<file path="config.mk">
export PLATFORM = sky130hd
export DESIGN_NAME = bpa_queue
export DESIGN_NICKNAME = d
export VERILOG_FILES = /design/src/design/bpa_pkg.sv /design/src/design/bpa_queue.sv
export VERILOG_INCLUDE_DIRS = /design/src /design/src/design
export SDC_FILE = /design/constraint.sdc
export NUM_CORES = 1
export LEC_CHECK = 0
export BUFFER_PORTS_ARGS = -buffer_cell sky130_fd_sc_hd__buf_2
export CORE_MARGIN = 4
export CORE_UTILIZATION = 50
export DETAILED_ROUTE_END_ITERATION = 16
export GPL_TIMING_DRIVEN = 1
export PLACE_DENSITY = 0.77
export SYNTH_ARGS = -nofsm -noshare
export SYNTH_HDL_FRONTEND = slang
export SYNTH_SLANG_ARGS = --single-unit
</file>
<file path="constraint.sdc">
create_clock -name clk -period 2.53 [get_ports clk]
set_input_delay 0 -clock clk [delete_from_list [all_inputs] [get_ports clk]]
set_output_delay 0 -clock clk [all_outputs]
set_load 0.05 [all_outputs]
</file>
<file path="src/design/assert_macros.svh">
// Assertion macros shared by the block pool allocator modules.
`ifndef ASSERT_MACROS_SVH
`define ASSERT_MACROS_SVH
`ifndef SYNTHESIS
`define BPA_ASSERT_CR(label, ck, rn, prop) \
    label: assert property (@(posedge ck) disable iff (!rn) prop) \
        else $error("assertion failed");
`define BPA_ASSERT(label, prop) `BPA_ASSERT_CR(label, clk, rst_n, prop)
`else
`define BPA_ASSERT_CR(label, ck, rn, prop)
`define BPA_ASSERT(label, prop)
`endif
`endif

</file>
<file path="src/design/bpa_pkg.sv">
// ----------------------------------------------------------------------------
// bpa_pkg
// Types and constants of the block pool allocator.
// ----------------------------------------------------------------------------
`timescale 1ns / 1ps
package bpa_pkg;

    localparam int POOL_BLOCKS   = 64;
    localparam int REQUEST_SLOTS = 16;
    localparam int BLK_W         = $clog2(POOL_BLOCKS);
    localparam int CNT_W         = 7;
    localparam int SLOT_W        = $clog2(REQUEST_SLOTS);
    localparam int LIST_AW       = SLOT_W + BLK_W;

    localparam logic [1:0] KIND_ALLOC = 2'd0;
    localparam logic [1:0] KIND_FREE  = 2'd1;

    localparam logic [1:0] STATUS_OK      = 2'd0;
    localparam logic [1:0] STATUS_INSUF   = 2'd1;
    localparam logic [1:0] STATUS_UNKNOWN = 2'd2;

    typedef struct packed {
        logic [1:0] kind;
        logic [3:0] request;
        logic [6:0] count;
    } in_item_t;

    typedef struct packed {
        logic [1:0] status;
        logic       block_valid;
        logic [5:0] block;
        logic       last;
        logic [6:0] free_cnt;
        logic [6:0] used_cnt;
        logic [6:0] max_run;
    } out_item_t;

    typedef enum logic [1:0] {
        OP_ALLOC,
        OP_FREE,
        OP_STATS
    } op_t;

    typedef struct packed {
        op_t               op;
        logic [SLOT_W-1:0] slot;
        logic [CNT_W-1:0]  count;
    } cmd_t;

    typedef enum logic [3:0] {
        ST_IDLE,
        ST_POP_RD,
        ST_POP_WR,
        ST_EM_RD,
        ST_EM_OUT,
        ST_FR_RD,
        ST_FR_WR,
        ST_SCAN,
        ST_DONE
    } st_t;

endpackage

</file>
<file path="src/design/bpa_queue.sv">
// ----------------------------------------------------------------------------
// bpa_queue
// Two-entry command queue between front and back.
// ----------------------------------------------------------------------------
`timescale 1ns / 1ps
`include "assert_macros.svh"
module bpa_queue import bpa_pkg::*; (
    input  logic clk,
    input  logic rst_n,
    input  logic push,
    input  cmd_t wdata,
    input  logic pop,
    output logic full,
    output logic avail,
    output cmd_t rdata
);

    cmd_t       mem_reg [2];
    logic       wr_ptr_reg, wr_ptr_next;
    logic       rd_ptr_reg, rd_ptr_next;
    logic [1:0] cnt_reg, cnt_next;

    always_comb
    begin
        full        = (cnt_reg == 2'd2);
        avail       = (cnt_reg != 2'd0);
        rdata       = mem_reg[rd_ptr_reg];
        wr_ptr_next = push ? !wr_ptr_reg : wr_ptr_reg;
        rd_ptr_next = pop ? !rd_ptr_reg : rd_ptr_reg;
        cnt_next    = cnt_reg + {1'b0, push} - {1'b0, pop};
    end

    always_ff @(posedge clk or negedge rst_n)
    begin
        if (!rst_n)
        begin
            wr_ptr_reg <= 1'b0;
            rd_ptr_reg <= 1'b0;
            cnt_reg    <= 2'd0;
        end
        else
        begin
            wr_ptr_reg <= wr_ptr_next;
            rd_ptr_reg <= rd_ptr_next;
            cnt_reg    <= cnt_next;
        end
    end

    always_ff @(posedge clk)
    begin
        if (push)
        begin
            mem_reg[wr_ptr_reg] <= wdata;
        end
    end

    `BPA_ASSERT(a_no_overrun, push |-> !full)
    `BPA_ASSERT(a_no_underrun, pop |-> avail)

endmodule

</file>
Yosys cells after proc, flatten, opt, wreduce, memory -nomap -nowiden --
Memory sizes are Yosys's and may differ from the RTL's. Cells that the tools add are included.
Word-level totals: word-level logic and storage cells 12, memories kept 1, register bits after elaboration 4, RAM bits 26
Memories:
- mem_reg | depth 2, width 13, rd ports 1, clocked after Yosys merged registers in 0, wr ports 1, RTL line bpa_queue.sv:18 | cmd_t mem_reg [2];
Operators by class: mux-type cells 2, eq/ne operators 1, reduce and logical (&&, ||, !) cells 3, $add $sub $neg 2
Operators with widths (number):
- 2-bit by 1-bit adder with 2-bit output | 1
- 2-bit equality test (second input constant) | 1
- 1-bit zero test | 2
- 1-bit 2-to-1 mux | 2
- 2-bit nonzero test | 1
- 2-bit by 1-bit subtractor with 2-bit output | 1

Depth between registers and ports, before layout --
Gate-level depths: netlist (run 1).
word-level depth 2, depth in mapped cells 5, depth with buffers taken out 5

Worst setup path after synthesis (run 1) --
OpenSTA, ideal clock, no wires.
path kind reg-to-reg, from register wr_ptr_reg, to memory mem_reg[0][0] (netlist name), enable pin, library setup time 384 ps, path slack 1139 ps, period minus slack after synthesis 1391 ps, cell stages (with the launch flop) 2, data required time 2146 ps, arrival time 1007 ps, cells stage by stage dfrtp_1 nor2b_1
RTL lines:
- from (decl) | RTL line bpa_queue.sv:19 | logic wr_ptr_reg, wr_ptr_next;
- from (signal assigned) | RTL line bpa_queue.sv:43 | wr_ptr_reg <= wr_ptr_next;
- to (decl) | RTL line bpa_queue.sv:18
Straight into the memory's write port.

==> results of run 1 <==
==> power groups by stage <==
| stage | registers (mW) | logic, mW | clock network (mW) |
|---|---|---|---|
| 4_1_cts | 0.747 | 0.764 | 0.252 |
| 3_5_place_dp | 0.758 | 0.742 | 0 |
| 5_1_grt | 0.760 | 0.800 | 0.281 |
| 6_report | 0.743 | 0.754 | 0.238 |
| 3_3_place_gp | 0.750 | 0.736 | 0 |
| 2_1_floorplan | 0.715 | 0.638 | 0 |
==> critical path: stages, from the launching register on <==
cell	delay [ns]
dfrtp_1	0.72
mux2_2	0.41
buf_2	0.21
==> how the worst min path moves through the flow <==
stage / end / slack, ns / cells past startpoint
4_1_cts: cnt_reg[0] / 0.003 / 2
2_1_floorplan: cnt_reg[0] / -0.30 / 0
6_report: cnt_reg[0] / 0.02 / 2
5_1_grt: cnt_reg[0] / 0.03 / 2
3_3_place_gp: cnt_reg[0] / -0.19 / 1
3_5_place_dp: cnt_reg[0] / -0.19 / 1
==> area by class of cell <==
type                            instances  area, um^2  area share [%]
Timing Repair Buffer                   48       322.8           21.06
Tap cell                               28       35.03           2.286
Multi-Input combinational cell         22       237.7           15.51
Inverter                                2       7.507          0.4898
Sequential cell                        30       880.8           57.47
Clock buffer                            5       37.54           2.449
Clock inverter                          3       11.26          0.7347
==> cells in the mapped netlist <==
master / count
xor2_1: 2
xor3_1: 1
inv_1: 2
and2_1: 1
ha_1: 2
or2_2: 1
dfrtp_1: 4
nor2b_1: 2
buf_6: 1
edfxtp_1: 26
mux2_2: 13
==> kinds of logic (layout without fill, tap and decap cells) <==
family                     count (synthesis)  count (layout)  share of synthesized area [%]
adders and majority gates                  2               2                          2.200
DFF                                       30              30                          77.45
muxes                                     13              13                          12.87
xor gates and xnor gates                   3               3                          3.630
buffers and inverters                      3              58                          1.650
and+or+nand+nor                            4               4                          2.201
==> layout by cell type, fill, tap and decap left out, drive strengths merged, types with 2 or more instances in the layout <==
master,count
clkbuf,5
xor2,2
ha,2
clkinv,3
mux2,13
nor2b,2
dlygate4sd3,16
edfxtp,26
dfrtp,4
inv,2
buf,32
==> repair_timing <==
| item | CTS | global route |
|---|---|---|
| hold buffers | 16 | 0 |
| endpoints found under the hold margin | 33 | 0 |
| resized for setup | 0 | 0 |
==> through the flow <==
step           hold WS [ns]  instance area (um^2)  utilization (%)  power, mW  instances
3_5_place_dp        -0.1887                  1324            60.42      1.500        114
5_1_grt             0.02557                  1533            69.96      1.841        138
2_1_floorplan       -0.2956                  1137                -      1.353         55
4_1_cts            0.002555                  1533            69.96      1.764        138
3_3_place_gp        -0.1924                  1324            60.42      1.486        114
6_report            0.01978                  1533            69.96      1.736        138
==> routing by layer <==
layer	vias to the layer above	GRT usage (%)	wire length, um
li1	315	-	-
met2	16	22.13	974
met4	0	5.208	13
met3	2	6.032	107
met5	-	0	0
met1	303	14.04	641
==> flow_summary.toml, run 1 <==
[die]
dieArea_um2 = 3102
die_h_um = 55.70
row_count = 17
fp.dieW_um = 55.70
ios = 32
start_util_pct = 51.91
design.core.area_um2 = 2191

[sta]
worst_slew_pin_slew_ns = 0.5830
skew_ns = 0.004129
hold_viol = 0
setup_violations = 0
finalMaxSlewViolations = 0
timing.fmax_ghz = 0.6057
min_period_over_period_pct = 65.26
rsz0062_at_grt = "false"
maxSlewHeadroom_pct = 61.13
setup_tns_ns = 0
layout_min_cycle_time_ns = 1.651
worst_slack_ns = 0.8789

[drt]
ant_nets = 0
vias = 636
drc = 0
drtPass1Iterations = 2
routed_wl_um = 1736
drt_iter0_markers = 2
wl_per_cell_um = 12.58
vias_per_cell = 4.609

[pwr]
vdd_drop_max_mv = 0.9258
p_switching_mw = 0.7218
comb_power_share_pct = 43.5
seqPwrFrac_pct = 42.8
swShare_pct = 41.58
power_density_nw_per_um2 = 1133
power.internal_mw = 1.014
leakagePower_nw = 0.6226
p_clk_share_pct = 13.7

[synthesis]
synth_cell_type_count = 11
netlist_area_um2 = 1137
post-synth-top-area-cell = "edfxtp_1"
synth_top_area_share_pct = 68.65
avgSynthCellArea_um2 = 20.68
synth-seq-area-share_pct = 77.45
synth_fp_nets = 74
netlist_instances = 55
synth.ff_latch_count = 30
synth_area_leaders = "edfxtp_1, mux2_2, dfrtp_1"
yosysWarnings = 0

[job]
cap_violations = 0

[placed_design]
dp_slack_ns = 1.135
io_buffers = 31
dpl.hpwl_um = 1154
routabilityCongestion = 0.7027

[setup_path]
timing.rr.end = "cnt_reg[1]"
required_ns = 2.53
rrSetupSlack_ns = 1.14
start_kind = "flip-flop"
endpoint = "rdata[11]"
cp-startpoint = "rd_ptr_reg"
endpoint_kind = "output pin"
worstPathMaxFanout = 14
r2r_start = "cnt_reg[0]"
critPathKind = "flip-flop to output pin"
r2r_cells = 5
cp.arrival_ns = 1.65

[cts]
clkTransAtPathRegs_ns = 0.08
postCtsSetupBuffers = 0
cts.sinks = 30
cts_buffer_depth = 2
htreeDepth = 2
cts_buffers = 5
clockRootBuffer = "clkbuf_4"
cts_tree = "done"
clock_latency_ns = 0.31

[grt]
track_usage_pct = 13.05
grt_max_degree = 15
antenna_found_initial = 0
grt_pass1_vias = 677
grt_pass1_wl_um = 3049
grt_overflow = 0

[layout]
fin_nets = 128
drive_above_1_share_pct = 46.36
fillerInstances = 151
area_delta_synth_final_pct = 34.76
antenna_cells = 0
largest_reg_flops = 26

[hold_path]
hold_path.class = "input port to asynchronous set/reset pin"

[run_status]
status = "completed"
Power figures use the tool's default switching activity.
==> run 2, diff against run 1 <==
Settings changed: ABC_AREA from default to 1, PLACE_DENSITY 0.77 to 0.76.
Clock period 2.53 ns to 1.64 ns, I/O delays scaled along.
==> flow_summary.toml, run 2 <==
[setup_path]
r2r_start = "wr_ptr_reg"
cp.buffers_inverters = 2
endpoint_kind = "output pin"
cp.arrival_ns = 1.40
r2r_cells = 2
crit_slowest_cell = "dfrtp_1"
timing.rr.end = "mem_reg[1][0]"
worstPathMaxFanout = 13
rrSetupSlack_ns = 0.45
crit_path_max_incr_delay_ns = 0.39
critPathKind = "flip-flop to output pin"
required_ns = 1.64
crit_family = "buffers and inverters"
start_kind = "flip-flop"
crit_chain = "buf_4, o21ai_0, buf_2"

[grt]
busiest_layer = "met2"
grt_overflow = 0
grt_pass1_wl_um = 3394
antenna_found_initial = 0
use_met3_pct = 6.109
groute.layer.met2.usage_pct = 24.68
grt_util_met1_pct = 13.99
grt_pass1_vias = 824
grt_max_degree = 15
track_usage_pct = 13.91

[synthesis]
synth_fp_nets = 112
post-synth-top-area-cell = "edfxtp_1"
synth_ff_type = "edfxtp_1"
synthArstFlopShare_pct = 13.33
synth-seq-area-share_pct = 72.21
yosysWarnings = 0
synthTopCellsByCount = "edfxtp_1, inv_1, nand2_1"
synth_cell_type_count = 12
synthMostInstantiatedCell = "edfxtp_1"
netlist_instances = 93
synth.ff_latch_count = 30
synth_top_area_share_pct = 64.00
avgSynthCellArea_um2 = 13.12
synth-edff-count = 26
synth_area_leaders = "edfxtp_1, dfrtp_1, inv_1"
netlist_area_um2 = 1220

[layout]
multi_input_area_um2 = 221.5
design_area_um2 = 1629
antenna_cells = 0
final_cell_mix = "buf_2, edfxtp_1, inv_1, nand2_1, dlygate4sd3_1"
fin_cells = 176
ff_latch_area_um2 = 880.8
drive_above_1_share_pct = 32.43
largest_reg_flops = 26
fillerInstances = 166
final_common_cell = "buf_2"
area_delta_synth_final_pct = 33.54
utilization_pct = 71.58
fin_nets = 167

[die]
dieArea_um2 = 3294
ios = 32
die_h_um = 57.40
design.core.area_um2 = 2276
start_util_pct = 53.60
row_count = 17
fp.dieW_um = 57.40

[sta]
finalMaxSlewViolations = 0
setup_tns_ns = 0
hold_viol = 0
fin_hold_ws_ns = 0.002645
worst_slew_pin_slew_ns = 0.5159
timing.fmax_ghz = 0.7130
setup_violations = 0
layout_min_cycle_time_ns = 1.403
worst_slack_ns = 0.2374
skew_ns = 0.005036
rsz0062_at_grt = "false"
maxSlewHeadroom_pct = 65.57
min_period_over_period_pct = 85.52

[cts]
htreeDepth = 2
clock_latency_ns = 0.32
postCtsResizedCells = 0
cts.sinks = 30
cts_tree = "done"
clkTransAtPathRegs_ns = 0.08
cts_buffer_depth = 2
clockRootBuffer = "clkbuf_4"
postCtsSetupBuffers = 0
cts_buffers = 5

[drt]
drt_iter0_markers = 27
ant_nets = 0
vias_per_cell = 4.574
routed_wl_um = 2057
vias = 805
drtPass1Iterations = 2
wl_per_cell_um = 11.69
drc = 0

[pwr]
leakagePower_nw = 0.7501
power_mw = 3.069
power_density_nw_per_um2 = 1884
vdd_drop_max_mv = 1.289

[placed_design]
io_buffers = 31
dp_slack_ns = 0.4725
placed_cells = 153
placed_cell_area_um2 = 1398
dpl.hpwl_um = 1406
routabilityCongestion = 0.6799

[hold_path]
hold_path.class = "input port to asynchronous set/reset pin"

[job]
cap_violations = 0

[run_status]
status = "completed"
run 2: changes by cell type after synthesis, sizes merged, moves of 2 or more:
cell   change
nand2     +20
inv       +18
mux2      -13
o21ai     +13
buf        +2
nor2       +2
nor2b      -2
run 2: logic make-up after synthesis:
group / Yosys count / share of synthesized area (%)
DFF: 30 / 72.21
buffers and inverters: 23 / 9.641
and+or+nand+nor: 23 / 7.179
AOI/OAI and AO/OA: 13 / 7.487
xor gates and xnor gates: 2 / 1.436
adders and majority gates: 2 / 2.051
run 2: where the power goes:
group | internal, mW | total [mW] | switching (mW)
clock | 0.308 | 0.540 | 0.232
sequential | 1.03 | 1.08 | 0.0545
combinational | 0.357 | 1.45 | 1.09
total | 1.69 | 3.07 | 1.38
run 2: cell type report:
type                            count  area share (%)
Inverter                           20           4.608
Timing Repair Buffer               51           21.20
Clock inverter                      2           2.074
Clock buffer                        5           2.304
Multi-Input combinational cell     40           13.59
Sequential cell                    30           54.07
Tap cell                           28           2.151
run 2: worst reg2reg max path, cell delays in order (launching register included):
cell and delay (ns):
dfrtp_1 0.39, nand2_1 0.06, inv_1 0.39
run 2: worst max path at each step:
stage,startpoint,to,cells past startpoint
floorplan,rd_ptr_reg,rdata[0],2
global placement,wr_ptr_reg,mem_reg[1][9],2
detailed placement,wr_ptr_reg,mem_reg[1][9],2
CTS,rd_ptr_reg,rdata[12],3
global route,rd_ptr_reg,rdata[12],3
finish,rd_ptr_reg,rdata[12],3
run 2: what timing repair did:
action                     in CTS  in global routing
setup endpoints to repair       0                  0
hold buffers                   16                  0
hold endpoints to repair       33                  0
run 2: per-layer routing:
| metal | share of wire, % | vias to the layer above | wire length, um |
|---|---|---|---|
| met5 | 0 | - | 0 |
| met4 | 1.8 | 0 | 38 |
| met3 | 7.4 | 7 | 152 |
| met2 | 52 | 23 | 1077 |
| met1 | 38 | 363 | 788 |
| li1 | - | 412 | - |
==> run 3, diff against run 2 <==
Settings changed: ABC_AREA 1 to default, CORE_UTILIZATION 50 to 49.
==> flow_summary.toml, run 3 (synthesis gave the netlist of run 1 again) <==
[sta]
setup_violations = 0
min_period_over_period_pct = 85.97
rsz0062_at_grt = "false"
worst_slew_pin_slew_ns = 0.2513
hold_viol = 0
worst_slack_ns = 0.2301
finalMaxSlewViolations = 0
setup_tns_ns = 0
timing.fmax_ghz = 0.7093
maxSlewHeadroom_pct = 83.36
skew_ns = 0.005505
fin_hold_ws_ns = 0.3972
layout_min_cycle_time_ns = 1.410

[placed_design]
io_buffers = 31
routabilityCongestion = 0.6368
placed_cell_area_um2 = 1361
dp_slack_ns = 0.2448
dpl.hpwl_um = 1261

[job]
cap_violations = 0

[drt]
drc = 0
drtPass1Iterations = 3
routed_wl_um = 1971
ant_nets = 0
vias = 680
drt_iter0_markers = 10
vias_per_cell = 4.722
wl_per_cell_um = 13.69

[setup_path]
required_ns = 1.64
cp.buffers_inverters = 2
crit_family = "buffers and inverters"
cp.arrival_ns = 1.41
crit_path_max_incr_delay_ns = 0.36
worstPathMaxFanout = 7
endpoint_kind = "output pin"
critPathKind = "flip-flop to output pin"
crit_slowest_cell = "dfrtp_1"
start_kind = "flip-flop"
crit_chain = "buf_4, mux2_2, buf_2"

[die]
dieArea_um2 = 3156
die_h_um = 56.18
design.core.area_um2 = 2212
row_count = 17
fp.dieW_um = 56.18
start_util_pct = 51.41
ios = 32

[grt]
grt_max_degree = 10
grt_pass1_wl_um = 3360
grt_pass1_vias = 773
grt_overflow = 0
antenna_found_initial = 0
track_usage_pct = 14.77

[layout]
antenna_cells = 0
multi_input_area_um2 = 237.7
fillerInstances = 153
ff_latch_area_um2 = 880.8
final_common_cell = "buf_2"
drive_above_1_share_pct = 48.28
fin_nets = 134
final_cell_mix = "buf_2, edfxtp_1, dlygate4sd3_1, mux2_2, buf_4"
area_delta_synth_final_pct = 38.94
largest_reg_flops = 26
design_area_um2 = 1580

[pwr]
swShare_pct = 41.06
p_clk_share_pct = 14.1
power.internal_mw = 1.641
power_mw = 2.785
comb_power_share_pct = 46.7
leakagePower_nw = 0.6506
power_density_nw_per_um2 = 1762
seqPwrFrac_pct = 39.2
p_switching_mw = 1.143
vdd_drop_max_mv = 1.041

[cts]
cts_buffers = 5
cts.sinks = 30
htreeDepth = 2
clockRootBuffer = "clkbuf_4"
cts_tree = "done"
clkTransAtPathRegs_ns = 0.08
cts_buffer_depth = 2
clock_latency_ns = 0.32

[run_status]
status = "completed"

[hold_path]
hold_path.class = "input port to flip-flop"
## run 3: layer usage
metal	vias up	routed length, um	track usage [%]
met4	0	31	7.119
li1	328	-	-
met2	20	1075	25.54
met1	327	737	14.46
met3	5	127	7.425
met5	-	0	0
## run 3: path summary, 6_finish.rpt
path,startpoint,endpoint,slack (ns),cells after the start
max,rd_ptr_reg,rdata[9],0.23,3
min,wdata[4],mem_reg[0][4],0.40,2
max reg2reg,cnt_reg[0],cnt_reg[1],0.24,5
min reg2reg,wr_ptr_reg,wr_ptr_reg,0.49,1
max in group asynchronous,rst_n,cnt_reg[0],0.87,3
min in group asynchronous,rst_n,cnt_reg[1],0.59,3
## run 3: area by class of cell
| type | count | share of cell area (%) |
|---|---|---|
| sequential | 30 | 55.74 |
| timing repair buffer | 54 | 23.44 |
| multi-input combinational | 22 | 15.04 |
| clock buffer | 8 | 3.088 |
| tap | 28 | 2.217 |
| inverter | 2 | 0.4751 |
## run 3: stage by stage
stage / std cells / utilization, %
3_5_place_dp: 119 / 61.54
6_report: 144 / 71.44
3_3_place_gp: 119 / 61.54
5_1_grt: 144 / 71.44
4_1_cts: 144 / 71.44
2_1_floorplan: 55 / -
## run 3: power groups by stage
| stage | sequential (mW) | clock (mW) | combinational, mW |
|---|---|---|---|
| 3_5_place_dp | 1.11 | 0 | 1.28 |
| 3_3_place_gp | 1.09 | 0 | 1.27 |
| 4_1_cts | 1.09 | 0.411 | 1.31 |
| 6_report | 1.09 | 0.394 | 1.30 |
| 2_1_floorplan | 1.10 | 0 | 0.985 |
| 5_1_grt | 1.11 | 0.449 | 1.37 |
## run 3: worst register-to-register path, delay by kind of cell (launching register included)
kind | cells | cell delay [ns]
xor gates and xnor gates | 1 | 0.40
DFF | 1 | 0.38
adders and majority gates | 2 | 0.39
buffers and inverters | 2 | 0.10
## run 3: repair_timing
action,CTS,global route
hold endpoints to repair,33,0
gates resized for setup,0,0
hold buffers,17,0
endpoints found under the setup margin,0,0
buffers inserted,0,0
